$ cat config.mk
export PLATFORM = sky130hd
export DESIGN_NAME = rgb_led_pwm_bit_encoder_flat
export DESIGN_NICKNAME = d
export VERILOG_FILES = /design/src/hw/rtl/rlpbe_pkg.sv /design/src/hw/rtl/rlpbe_if.sv /design/src/hw/rtl/rlpbe_front.sv /design/src/hw/rtl/rlpbe_queue.sv /design/src/hw/rtl/rlpbe_back.sv /design/src/hw/rtl/rgb_led_pwm_bit_encoder.sv /design/src/flat_wrapper.sv
export SDC_FILE = /design/constraint.sdc
export NUM_CORES = 2
export LEC_CHECK = 0
export ABC_AREA = 1
export BUFFER_PORTS_ARGS = -buffer_cell sky130_fd_sc_hd__buf_2
export CORE_UTILIZATION = 56
export DETAILED_ROUTE_END_ITERATION = 6
export PLACE_DENSITY = 0.75
export SYNTH_ARGS = -nofsm -noshare
export SYNTH_HDL_FRONTEND = slang
export SYNTH_SLANG_ARGS = --single-unit
$ cat constraint.sdc
create_clock -name i_clk -period 2.8 [get_ports i_clk]
set_input_delay 0.42 -clock i_clk [delete_from_list [all_inputs] [get_ports i_clk]]
set_output_delay 0.42 -clock i_clk [all_outputs]
set_load 0.01 [all_outputs]
$ cat src/hw/rtl/rlpbe_pkg.sv
// ----------------------------------------------------------------------------
// RGB LED PWM bit encoder package
// Shared types, codes and defaults of the encoder blocks.
// ----------------------------------------------------------------------------
`default_nettype none

package rlpbe_pkg;

    localparam int DEF_COLS       = 8;
    localparam int DEF_ROWS       = 8;
    localparam int BURST_LEN      = 24;
    localparam int BIT_W          = 5;
    localparam int COUNT_W        = 7;
    localparam int CFG_DATA_W     = 8;
    localparam int CFG_IDX_W      = 2;
    localparam int Q_DEPTH        = 2;
    localparam int Q_CNT_W        = $clog2(Q_DEPTH + 1);

    localparam logic [COUNT_W-1:0] RST_ONE_BIT_COUNT  = 7'd85;
    localparam logic [COUNT_W-1:0] RST_ZERO_BIT_COUNT = 7'd40;
    localparam logic [7:0]         RST_RESET_BURSTS   = 8'd10;

    typedef enum logic {
        OP_WRITE  = 1'b0,
        OP_REFILL = 1'b1
    } t_opcode;

    typedef enum logic [CFG_IDX_W-1:0] {
        CFG_ONE_BIT_COUNT  = 2'd0,
        CFG_ZERO_BIT_COUNT = 2'd1,
        CFG_RESET_BURSTS   = 2'd2
    } t_cfg_idx;

    typedef struct packed {
        t_opcode    opcode;
        logic [2:0] pixel_col;
        logic [2:0] pixel_row;
        logic [7:0] red_level;
        logic [7:0] green_level;
        logic [7:0] blue_level;
    } t_in_item;

    typedef struct packed {
        logic [COUNT_W-1:0] duty_count;
        logic               burst_last;
    } t_out_item;

    typedef struct packed {
        logic [COUNT_W-1:0] one_bit_count;
        logic [COUNT_W-1:0] zero_bit_count;
        logic [7:0]         reset_bursts;
    } t_cfg;

    typedef struct packed {
        logic        data_phase;
        logic [23:0] grb;
    } t_q_entry;

    typedef struct packed {
        logic               empty;
        logic [Q_CNT_W-1:0] count;
    } t_q_status;

endpackage

`default_nettype wire

$ cat src/hw/rtl/rlpbe_if.sv
// ----------------------------------------------------------------------------
// RGB LED PWM bit encoder channels
// Valid/ready channels for input items and for result items.
// ----------------------------------------------------------------------------
`default_nettype none

interface rlpbe_in_if import rlpbe_pkg::*; ();
    logic     valid;
    logic     ready;
    t_in_item data;

    modport source (output valid, output data, input ready);
    modport sink (input valid, input data, output ready);
endinterface

interface rlpbe_out_if import rlpbe_pkg::*; ();
    logic      valid;
    logic      ready;
    t_out_item data;

    modport source (output valid, output data, input ready);
    modport sink (input valid, input data, output ready);
endinterface

`default_nettype wire

$ cat src/hw/rtl/rlpbe_front.sv
// ----------------------------------------------------------------------------
// RGB LED PWM bit encoder front end
// Accepts transactions, keeps the frame store and the frame phase, and
// queues one entry per refill request.
// ----------------------------------------------------------------------------
`default_nettype none

module rlpbe_front import rlpbe_pkg::*; #(
    parameter int COLS = DEF_COLS,
    parameter int ROWS = DEF_ROWS
) (
    input  wire         i_clk,
    input  wire         i_rst_n,
    rlpbe_in_if.sink    i_in,
    input  t_cfg        i_cfg,
    input  t_q_status   i_q_status,
    output logic        o_push,
    output t_q_entry    o_entry
);

    localparam int NPIX   = COLS * ROWS;
    localparam int ADDR_W = (NPIX > 1) ? $clog2(NPIX) : 1;

    logic [23:0]       mem [NPIX];
    logic              r_clr;
    logic [ADDR_W-1:0] r_clr_addr;
    logic              r_in_data;
    logic [7:0]        r_rst_cnt;
    logic [7:0]        n_rst_cnt;
    logic [ADDR_W-1:0] r_pix;
    logic              r_rd_valid;
    logic              r_rd_phase;
    logic [23:0]       r_rd_data;

    logic              room;
    logic              accept;
    logic              refill;
    logic              in_bounds;
    logic              wr_en;
    logic [12:0]       wr_addr_full;
    logic [ADDR_W-1:0] wr_addr;

    assign room = ({1'b0, i_q_status.count} + (Q_CNT_W + 1)'(r_rd_valid))
                  < (Q_CNT_W + 1)'(Q_DEPTH);
    assign i_in.ready = !r_clr && room;
    assign accept     = i_in.valid && i_in.ready;
    assign refill     = accept && (i_in.data.opcode == OP_REFILL);

    assign in_bounds    = ({4'b0, i_in.data.pixel_col} < 7'(COLS))
                       && ({4'b0, i_in.data.pixel_row} < 7'(ROWS));
    assign wr_en        = accept && (i_in.data.opcode == OP_WRITE) && in_bounds;
    assign wr_addr_full = 13'(i_in.data.pixel_row) * 13'(COLS) + 13'(i_in.data.pixel_col);
    assign wr_addr      = wr_addr_full[ADDR_W-1:0];

    assign n_rst_cnt = (r_rst_cnt != 8'hFF) ? r_rst_cnt + 8'd1 : r_rst_cnt;

    always_ff @(posedge i_clk) begin
        if (r_clr) begin
            mem[r_clr_addr] <= '0;
        end else if (wr_en) begin
            mem[wr_addr] <= {i_in.data.green_level, i_in.data.red_level,
                             i_in.data.blue_level};
        end
        if (refill) begin
            r_rd_data <= mem[r_pix];
        end
    end

    always_ff @(posedge i_clk) begin
        if (!i_rst_n) begin
            r_clr      <= 1'b1;
            r_clr_addr <= '0;
            r_in_data  <= 1'b0;
            r_rst_cnt  <= '0;
            r_pix      <= '0;
            r_rd_valid <= 1'b0;
            r_rd_phase <= 1'b0;
        end else begin
            if (r_clr) begin
                r_clr_addr <= r_clr_addr + ADDR_W'(1);
                if (r_clr_addr == ADDR_W'(NPIX - 1)) begin
                    r_clr <= 1'b0;
                end
            end
            r_rd_valid <= refill;
            if (refill) begin
                r_rd_phase <= r_in_data;
                if (!r_in_data) begin
                    r_rst_cnt <= n_rst_cnt;
                    if (n_rst_cnt >= i_cfg.reset_bursts) begin
                        r_in_data <= 1'b1;
                        r_pix     <= '0;
                    end
                end else if (r_pix == ADDR_W'(NPIX - 1)) begin
                    r_pix     <= '0;
                    r_rst_cnt <= '0;
                    r_in_data <= 1'b0;
                end else begin
                    r_pix <= r_pix + ADDR_W'(1);
                end
            end
        end
    end

    assign o_push  = r_rd_valid;
    assign o_entry = '{data_phase: r_rd_phase, grb: r_rd_data};

endmodule

`default_nettype wire

$ cat src/hw/rtl/rlpbe_queue.sv
// ----------------------------------------------------------------------------
// RGB LED PWM bit encoder queue
// Short first-in first-out queue of burst entries between front and back.
// ----------------------------------------------------------------------------
`default_nettype none

module rlpbe_queue import rlpbe_pkg::*; (
    input  wire        i_clk,
    input  wire        i_rst_n,
    input  wire        i_push,
    input  t_q_entry   i_entry,
    input  wire        i_pop,
    output t_q_entry   o_head,
    output t_q_status  o_status
);

    localparam int PTR_W = (Q_DEPTH > 1) ? $clog2(Q_DEPTH) : 1;

    t_q_entry           r_slot [Q_DEPTH];
    logic [PTR_W-1:0]   r_wr_ptr;
    logic [PTR_W-1:0]   r_rd_ptr;
    logic [Q_CNT_W-1:0] r_count;

    always_ff @(posedge i_clk) begin
        if (i_push) begin
            r_slot[r_wr_ptr] <= i_entry;
        end
    end

    always_ff @(posedge i_clk) begin
        if (!i_rst_n) begin
            r_wr_ptr <= '0;
            r_rd_ptr <= '0;
            r_count  <= '0;
        end else begin
            if (i_push) begin
                r_wr_ptr <= (r_wr_ptr == PTR_W'(Q_DEPTH - 1)) ? '0 : r_wr_ptr + PTR_W'(1);
            end
            if (i_pop) begin
                r_rd_ptr <= (r_rd_ptr == PTR_W'(Q_DEPTH - 1)) ? '0 : r_rd_ptr + PTR_W'(1);
            end
            if (i_push && !i_pop) begin
                r_count <= r_count + Q_CNT_W'(1);
            end else if (i_pop && !i_push) begin
                r_count <= r_count - Q_CNT_W'(1);
            end
        end
    end

    assign o_head         = r_slot[r_rd_ptr];
    assign o_status.empty = (r_count == '0);
    assign o_status.count = r_count;

endmodule

`default_nettype wire

$ cat src/hw/rtl/rlpbe_back.sv
// ----------------------------------------------------------------------------
// RGB LED PWM bit encoder back end
// Turns each queued entry into a burst of compare counts, one per cycle while the output is not stalled.
// ----------------------------------------------------------------------------
`default_nettype none

module rlpbe_back import rlpbe_pkg::*; (
    input  wire         i_clk,
    input  wire         i_rst_n,
    input  t_q_entry    i_head,
    input  t_q_status   i_q_status,
    input  t_cfg        i_cfg,
    output logic        o_pop,
    rlpbe_out_if.source o_out
);

    logic             r_busy;
    logic             r_phase;
    logic [23:0]      r_grb;
    logic [BIT_W-1:0] r_bit;
    logic             r_out_valid;
    t_out_item        r_out;

    logic             advance;
    logic             have;
    logic             cur_phase;
    logic [23:0]      cur_grb;
    logic [BIT_W-1:0] cur_bit;
    logic             cur_last;
    logic [COUNT_W-1:0] cur_duty;

    assign advance   = !r_out_valid || o_out.ready;
    assign have      = r_busy || !i_q_status.empty;
    assign cur_phase = r_busy ? r_phase : i_head.data_phase;
    assign cur_grb   = r_busy ? r_grb : i_head.grb;
    assign cur_bit   = r_busy ? r_bit : '0;
    assign cur_last  = (cur_bit == BIT_W'(BURST_LEN - 1));
    assign cur_duty  = !cur_phase ? '0 :
                       (cur_grb[23] ? i_cfg.one_bit_count : i_cfg.zero_bit_count);
    assign o_pop     = advance && !r_busy && !i_q_status.empty;

    always_ff @(posedge i_clk) begin
        if (advance && have) begin
            r_out.duty_count <= cur_duty;
            r_out.burst_last <= cur_last;
            r_grb            <= {cur_grb[22:0], 1'b0};
            r_bit            <= cur_bit + BIT_W'(1);
            r_phase          <= cur_phase;
        end
    end

    always_ff @(posedge i_clk) begin
        if (!i_rst_n) begin
            r_busy      <= 1'b0;
            r_out_valid <= 1'b0;
        end else if (advance) begin
            r_out_valid <= have;
            if (have) begin
                r_busy <= !cur_last;
            end
        end
    end

    assign o_out.valid = r_out_valid;
    assign o_out.data  = r_out;

endmodule

`default_nettype wire

$ cat src/hw/rtl/rgb_led_pwm_bit_encoder.sv
// ----------------------------------------------------------------------------
// RGB LED PWM bit encoder
// A refill request is read from the frame store into the front-end read
// register, queued, then turned into a burst of 24 counts, one per cycle while
// the output is not stalled. Refill requests are accepted while the queue has
// room, so their rate is set by the output stage; pixel writes are accepted
// every cycle while queue room lasts. Reset is synchronous; after it the frame
// store is cleared pixel by pixel, with no transaction but configuration writes taken.
// ----------------------------------------------------------------------------
`default_nettype none

module rgb_led_pwm_bit_encoder import rlpbe_pkg::*; #(
    parameter int COLS = DEF_COLS,
    parameter int ROWS = DEF_ROWS
) (
    input  wire                       i_clk,
    input  wire                       i_rst_n,
    rlpbe_in_if.sink                  i_in,
    rlpbe_out_if.source               o_out,
    input  wire                       i_cfg_we,
    input  wire [CFG_IDX_W-1:0]       i_cfg_idx,
    input  wire [CFG_DATA_W-1:0]      i_cfg_data
);

    t_cfg      r_cfg;
    logic      push;
    logic      pop;
    t_q_entry  push_entry;
    t_q_entry  head;
    t_q_status q_status;

    always_ff @(posedge i_clk) begin
        if (!i_rst_n) begin
            r_cfg.one_bit_count  <= RST_ONE_BIT_COUNT;
            r_cfg.zero_bit_count <= RST_ZERO_BIT_COUNT;
            r_cfg.reset_bursts   <= RST_RESET_BURSTS;
        end else if (i_cfg_we) begin
            case (t_cfg_idx'(i_cfg_idx))
                CFG_ONE_BIT_COUNT: begin
                    r_cfg.one_bit_count <= i_cfg_data[COUNT_W-1:0];
                end
                CFG_ZERO_BIT_COUNT: begin
                    r_cfg.zero_bit_count <= i_cfg_data[COUNT_W-1:0];
                end
                CFG_RESET_BURSTS: begin
                    r_cfg.reset_bursts <= i_cfg_data;
                end
                default: begin
                end
            endcase
        end
    end

    rlpbe_front #(
        .COLS (COLS),
        .ROWS (ROWS)
    ) u_front (
        .i_clk      (i_clk),
        .i_rst_n    (i_rst_n),
        .i_in       (i_in),
        .i_cfg      (r_cfg),
        .i_q_status (q_status),
        .o_push     (push),
        .o_entry    (push_entry)
    );

    rlpbe_queue u_queue (
        .i_clk    (i_clk),
        .i_rst_n  (i_rst_n),
        .i_push   (push),
        .i_entry  (push_entry),
        .i_pop    (pop),
        .o_head   (head),
        .o_status (q_status)
    );

    rlpbe_back u_back (
        .i_clk      (i_clk),
        .i_rst_n    (i_rst_n),
        .i_head     (head),
        .i_q_status (q_status),
        .i_cfg      (r_cfg),
        .o_pop      (pop),
        .o_out      (o_out)
    );

endmodule

`default_nettype wire
$ cat src/flat_wrapper.sv
// flat-port wrapper written by rule: the top's interface ports become plain ports
module rgb_led_pwm_bit_encoder_flat import rlpbe_pkg::*;
#(
    parameter int COLS = DEF_COLS,
    parameter int ROWS = DEF_ROWS
)
  (i_clk, i_rst_n, i_cfg_we, i_cfg_idx, i_cfg_data, i_in_valid, i_in_data, i_in_ready, o_out_valid, o_out_data, o_out_ready);
  rlpbe_in_if i_in_i ();
  rlpbe_out_if o_out_i ();
  input  wire i_clk;
  input  wire i_rst_n;
  input  wire i_cfg_we;
  input  wire [CFG_IDX_W-1:0] i_cfg_idx;
  input  wire [CFG_DATA_W-1:0] i_cfg_data;
  input wire logic [$bits(i_in_i.valid)-1:0] i_in_valid;
  input wire logic [$bits(i_in_i.data)-1:0] i_in_data;
  output wire logic [$bits(i_in_i.ready)-1:0] i_in_ready;
  output wire logic [$bits(o_out_i.valid)-1:0] o_out_valid;
  output wire logic [$bits(o_out_i.data)-1:0] o_out_data;
  input wire logic [$bits(o_out_i.ready)-1:0] o_out_ready;
  assign i_in_i.valid = i_in_valid;
  assign i_in_i.data = i_in_data;
  assign i_in_ready = i_in_i.ready;
  assign o_out_valid = o_out_i.valid;
  assign o_out_data = o_out_i.data;
  assign o_out_i.ready = o_out_ready;
  rgb_led_pwm_bit_encoder #(.COLS(COLS), .ROWS(ROWS)) u_core (.i_clk(i_clk), .i_rst_n(i_rst_n), .i_in(i_in_i), .o_out(o_out_i), .i_cfg_we(i_cfg_we), .i_cfg_idx(i_cfg_idx), .i_cfg_data(i_cfg_data));
endmodule
; ---- After elaboration in Yosys (flattened, before gate mapping)
; Memory sizes are Yosys's and may differ from the RTL's. A register that Yosys moved wholly into a read port is not among the register bits.
; Index checks and enable logic that the tools add are counted.
[totals]
regBits = 89
ram_bits = 1586
in_bits = 46
output_inout_bits = 10
wordCells = 103
mem_count = 2
[classes]
add_sub_neg = 10
magnitude_cmp = 2
n_eq_ne = 7
mux = 31
bitwise = 1
reduce_logical = 29
[mem_list]
columns = memory, depth, word_bits, rd, rd_clocked_by_memory_dff, wr, line_no
row1 = u_core.u_front.mem, 64, 24, 1, 1, 1, rlpbe_front.sv:24  ; logic [23:0] mem [NPIX];
row2 = u_core.u_queue.r_slot, 2, 25, 1, 1, 1, rlpbe_queue.sv:19  ; t_q_entry r_slot [Q_DEPTH];
[op_table]
columns = op, n
row1 = 24-bit two-way mux, 2
row2 = 6-bit two-way mux, 4
row3 = 8-bit two-way mux, 3
row4 = 24-bit OR reduction, 1
row5 = 1-bit two-way mux, 18
row6 = "6-bit by 1-bit adder with 6-bit output, second input constant", 2
row7 = "6-bit equality test, second input constant", 2
row8 = 2-bit AND reduction, 6
row9 = 1-bit logical AND, 9
row10 = "8-bit by 1-bit adder with 8-bit output, second input constant", 1
row11 = 8-bit greater-or-equal comparator, 1
row12 = "8-bit inequality test, second input constant", 1
row13 = 1-bit zero test, 7
row14 = 7-bit two-way mux, 1
row15 = 6-bit by 3-bit adder with 6-bit output, 1
row16 = "5-bit by 1-bit adder with 5-bit output, second input constant", 1
row17 = "5-bit equality test, second input constant", 1
row18 = 5-bit two-way mux, 1
row19 = 2-bit zero test, 2
row20 = 2-bit two-way mux, 2
row21 = 2-bit nonzero test, 2
row22 = 2-bit by 1-bit adder with 3-bit output, 1
row23 = "3-bit by 2-bit < comparator with 1-bit output, second input constant", 1
row24 = "1-bit adder, second input constant", 2
row25 = 7 further kinds, 8

; ---- Logic depth before layout (Yosys ltp)
[logic_depth]
ltp_word = 10
mapped_depth = 17
depth_no_buf = 17

; ---- Modules after synthesis
; A second synthesis with hierarchy kept.
[unflattened]
cells_unflattened = 5934
hier_area_um2 = 69148.8
[by_module_without_submodules]
columns = module, n_inst, cells_each, area_per_inst_um2, seq_area_each_um2
row1 = rlpbe_front, 1, 5520, 64360.5, 47325.4
row2 = rlpbe_queue, 1, 112, 2133.3, 1601.5
row3 = rlpbe_back, 1, 173, 1735.4, 1151.1
row4 = rgb_led_pwm_bit_encoder, 1, 129, 919.6, 440.4

; ---- Worst setup path after synthesis
; OpenSTA, ideal clock, no wires.
[synth_path]
path_type = flip-flop to flip-flop
startpoint = register u_core.u_front.r_clr
endpoint = memory u_core.u_front.mem[0][10], data pin
setup_ns = 0.500
arrival_ns = 2.533
t_required_ns = 2.300
setup_slack_ns = -0.233
path_stages_with_launch = 7
path_buffers = 1
synth_period_minus_slack_ns = 3.033
path_cell_list = dfxtp_1 > nor2_2 > nand3_2 > nor2_4 > inv_2 > clkbuf_1 > nor2_1
[synth_via]
elab_chain_len = 9
[synth_rtl]
columns = element, line_no
row1 = "start, declared", rlpbe_front.sv:25  ; logic r_clr;
row2 = "start signal, assigned", rlpbe_front.sv:71  ; r_clr <= 1'b1;
row3 = "start signal, assigned", rlpbe_front.sv:82  ; r_clr <= 1'b0;
row4 = 1-bit zero test, rlpbe_front.sv:45  ; assign i_in.ready = !r_clr && room;
row5 = 1-bit logical AND, rlpbe_front.sv:45
row6 = 1-bit logical AND, rlpbe_front.sv:46  ; assign accept = i_in.valid && i_in.ready;
row7 = 1-bit logical AND, rlpbe_front.sv:51  ; assign wr_en = accept && (i_in.data.opcode == OP_WRITE) && in_bounds;
row8 = 1-bit two-way mux, rlpbe_front.sv:60  ; end else if (wr_en) begin
row9 = 1-bit two-way mux *, rlpbe_front.sv:58  ; if (r_clr) begin
row10 = 1-bit two-way mux (implied by the code) *, rlpbe_front.sv:61  ; mem[wr_addr] <= {i_in.data.green_level, i_in.data.red_level,
row11 = 24-bit OR reduction (no source line) *, n/a
row12 = 24-bit two-way mux (no source line) *, n/a
row13 = "end, declared", rlpbe_front.sv:24
; Mark *: on every way between the ends. The rest lies on a longest branch, timed or not.

; ---- Worst setup path in the final report
[layout_path]
startpoint = register u_core.u_queue.r_count[1]
endpoint = memory u_core.u_front.mem[58][5] (enable)
[layout_via]
elab_chain_len = 10
elab_cells_between_ends = 11
cone_classes = 1 x add/sub / 1 x order compare / 5 x mux / 4 x reduce/logical
[layout_rtl]
columns = element, line_no
row1 = "start, declared", rlpbe_queue.sv:22  ; logic [Q_CNT_W-1:0] r_count;
row2 = "start signal, assigned", rlpbe_queue.sv:43  ; r_count <= r_count + Q_CNT_W'(1);
row3 = "start signal, assigned", rlpbe_queue.sv:45  ; r_count <= r_count - Q_CNT_W'(1);
row4 = 2-bit by 1-bit adder with 3-bit output *, rlpbe_front.sv:43  ; assign room = ({1'b0, i_q_status.count} + (Q_CNT_W + 1)'(r_rd_valid))
row5 = 3-bit by 2-bit < comparator with 1-bit output *, rlpbe_front.sv:44  ; < (Q_CNT_W + 1)'(Q_DEPTH);
row6 = 1-bit logical AND *, rlpbe_front.sv:45
row7 = 1-bit logical AND *, rlpbe_front.sv:46
row8 = 1-bit logical AND *, rlpbe_front.sv:51
row9 = 1-bit two-way mux *, rlpbe_front.sv:60
row10 = 1-bit two-way mux *, rlpbe_front.sv:58
row11 = 1-bit two-way mux (implied by the code) *, rlpbe_front.sv:61
row12 = 24-bit OR reduction (no source line), n/a
row13 = 6-bit two-way mux (no source line) or 1-bit two-way mux (tied branches), n/a
; Marks and branches as above.

==> impl_metrics.tcl <==
set metrics [dict create \
    outcome "finished, final reports clean" \
    final_nets 6053 \
    root_buffer "clkbuf_16" \
    arrival_ps 3060 \
    critPathCapture "u_core.u_front.mem[58][5]" \
    power_mw 51.4 \
    clock_path_buffers 3 \
    r2r-end "u_core.u_front.mem[58][5]" \
    syn_area_per_cell_sq_um 11.6 \
    worstSkewPairLatency_ps 780 \
    postSynthCellCount 5882 \
    powerDensity_nw_per_um2 654 \
    cts_tree "done" \
    seq_area_frac_synth_pct 73.8 \
    post-place-ws_ps 59.3 \
    hold_viol_final 0 \
    path_cells "nor2_2 > nand3_2 > nor2_4 > buf_12 > nand2_1 > o21ai_2 > nand4_2 > buf_4 > nor2_2 > buf_12" \
    finalClockSkew_ps 26.8 \
    final_cell_mix "nand2_1, edfxtp_1, nand3_1" \
    drtIter0Drc 6745 \
    required_ps 3250 \
    period_needed_ps 2600 \
    antenna_found_initial 4 \
    seq_area_sq_um 50500 \
    die-area_sq_um 124000 \
    htreeDepth 4 \
    grtUsageTotal_pct 29.6 \
    slew_headroom_pct 44.7 \
    grt_pass1_vias 44100 \
    post-route-drc-count 0 \
    met1_length_um 68800 \
    synth-async-reset-ratio_pct 0 \
    finalSetupViolCount 0 \
    ant_nets 0 \
    floorplan.rows 127 \
    nFillCells 8294 \
    wl_per_cell_um 23.7 \
    mostFrequentLayoutCell "nand2_1" \
    tns_ps 0 \
    slowest_stage "dfxtp_1" \
    hp-class "input port to flop" \
    grt_overflow 0 \
    die_height_um 352 \
    cap_violations 0 \
    worstSetupPathType "flop to flop" \
    crit_buf_inv 3 \
    startpoint_type "flop" \
    detailed_place_hpwl_um 104000 \
    gp_congestion 0.916 \
    portBuffers 55 \
    met2_length_um 84900 \
    ys.flop_type "edfxtp_1" \
    start_util_pct 56.8 \
    cp_max_fo 24 \
    core_sq_um 121000 \
    worstMarginPinSlew_ps 829 \
    critPathMaxStageDelay_ps 360 \
    cts.sink_count 1700 \
    cp-end-kind "flop" \
    timing.rr.start "u_core.u_queue.r_count[1]" \
    first_pass_iters 6 \
    ys_warn_count 0 \
    synth-seq-cells 1700 \
    syn_nets 5941 \
    ios 56 \
    synthToLayoutAreaGrowth_pct 14.7 \
    fin_ws_ps 196 \
    viasPerCell 6.03 \
    leakage_nw 29.2 \
    grt_pass1_wl_um 270000 \
    antenna-diode-count 0 \
    drive_gt1_share_pct 10.5 \
    multi_input_area_sq_um 16500 \
    drt_wl_total_um 183000 \
    ys_types 33 \
    rsz0062_at_grt "false" \
    grt_max_degree 102 \
    synthesis.area_sq_um 68500 \
    fmaxAchievable_mhz 384 \
    vias 46700 \
    postLayoutCoreUtil_pct 65.1 \
    irDropWorstVdd_v 0.000929 \
    drv_slew 0 \
    crit_cells 10 \
    ff2ff_path_depth 10 \
    r2r_slack_ps 200 \
    synth_edf_count 1647 \
    hold_slack_ps 127 \
    cp_top_family "simple AND/OR/NAND/NOR gates" \
    path_clk_slew_ps 60 \
    finalCritPeriodShare_pct 93.0 \
    die_x_um 352 \
    top_layer_used "met5" \
    critPathLaunch "u_core.u_queue.r_count[1]" \
    dr_wl_met3_um 21800 \
    cts_buffers 165 \
]
[Yosys cell counts, types with 2 or more instances]
master | number | area (sq um)
o21ai_2 | 6 | 52.6
buf_2 | 98 | 490
o211ai_1 | 3 | 22.5
edfxtp_1 | 1647 | 49500
nand3b_1 | 2 | 15.0
nor2_2 | 4 | 25.0
nand3_2 | 3 | 30.0
nand3_1 | 1331 | 6660
clkbuf_1 | 205 | 769
clkinv_1 | 3 | 11.3
nand4_1 | 5 | 31.3
ha_1 | 13 | 163
a21oi_1 | 88 | 440
xor2_1 | 6 | 52.6
o21ai_0 | 37 | 185
inv_1 | 77 | 289
nor2_1 | 155 | 582
inv_2 | 9 | 33.8
dfxtp_1 | 53 | 1060
and2_1 | 2 | 12.5
nor3_1 | 8 | 40.0
nand4_2 | 3 | 37.5
nand2_1 | 2061 | 7740
buf_1 | 54 | 203
[worst reg2reg max path, cell delays in order, from the launching register on]
cell     delay [ps]
dfxtp_1         360
nor2_2          140
nand3_2         120
nor2_4          150
buf_12          160
nand2_1         100
o21ai_2         200
nand4_2         340
buf_4           250
nor2_2          210
buf_12          240
[timing repair]
action / CTS / global route
setup buffers: 0 / 2
setup endpoints to repair: 0 / 64
hold buffers: 9 / 0
gates resized for setup: 0 / 4
hold endpoints to repair: 22 / 0
[layout make-up]
cell class	instances	share of cell area, %
Sequential cell	1700	64.3
Multi-Input combinational cell	3734	21.0
Tap cell	1612	2.57
Clock buffer	217	5.70
Inverter	89	0.452
Timing Repair Buffer	304	4.96
Clock inverter	83	0.956
[metal layers]
layer | vias to the layer above | track usage [%]
met5 | - | 0
met4 | 4 | 12.7
met3 | 411 | 6.25
met2 | 2972 | 46.1
met1 | 22500 | 40.5
li1 | 20800 | -
[metrics by stage]
stage               instances  cell area [sq um]
detailed placement       7428              73200
global placement         7428              73200
finish                   7739              78500
global route             7739              78500
floorplan                5882              68500
CTS                      7737              78500
[worst min path at each step]
stage                                            from                            to  slack [ps]  cells after the start
final                                    i_cfg_idx[1]              u_core.r_cfg[15]         130                      5
after global routing                     i_in_data[1]     u_core.u_front.mem[15][1]         130                      3
after CTS                                i_cfg_idx[1]              u_core.r_cfg[15]          90                      5
after detailed placement  u_core.u_front.r_rd_data[8]   u_core.u_queue.r_slot[0][8]         430                      0
after global placement    u_core.u_front.r_rd_data[5]   u_core.u_queue.r_slot[0][5]         430                      0
after floorplan             u_core.u_front.r_rd_phase  u_core.u_queue.r_slot[0][24]         420                      0
[where the power goes]
group          internal [mW]  switching, mW
Sequential              28.1          0.159
Combinational          0.468           1.07
Clock                   12.4           9.24
[state kept, by name, indices dropped and copies added, names as in the netlist, 2 cells and up, named ones only]
signal / count
u_core.u_queue.r_count: 2
u_core.u_front.r_clr_addr: 6
u_core.u_back.r_grb: 23
u_core.u_back.o_out.data: 8
u_core.u_front.r_rd_data: 24
u_core.u_back.r_bit: 5
u_core.r_cfg: 22
u_core.u_front.r_rst_cnt: 8
u_core.u_front.mem: 1536
u_core.u_queue.r_slot: 50
u_core.u_front.r_pix: 6
[logic make-up after synthesis]
group / share of synthesized area, %
AND/OR/NAND/NOR: 22.2
buffers and inverters: 2.65
flip-flops: 73.8
AO/OA/AOI/OAI: 1.05
adder cells (fa/ha/maj): 0.238
XOR/XNOR: 0.0895
Note: power is estimated with default switching activity, not from simulation.
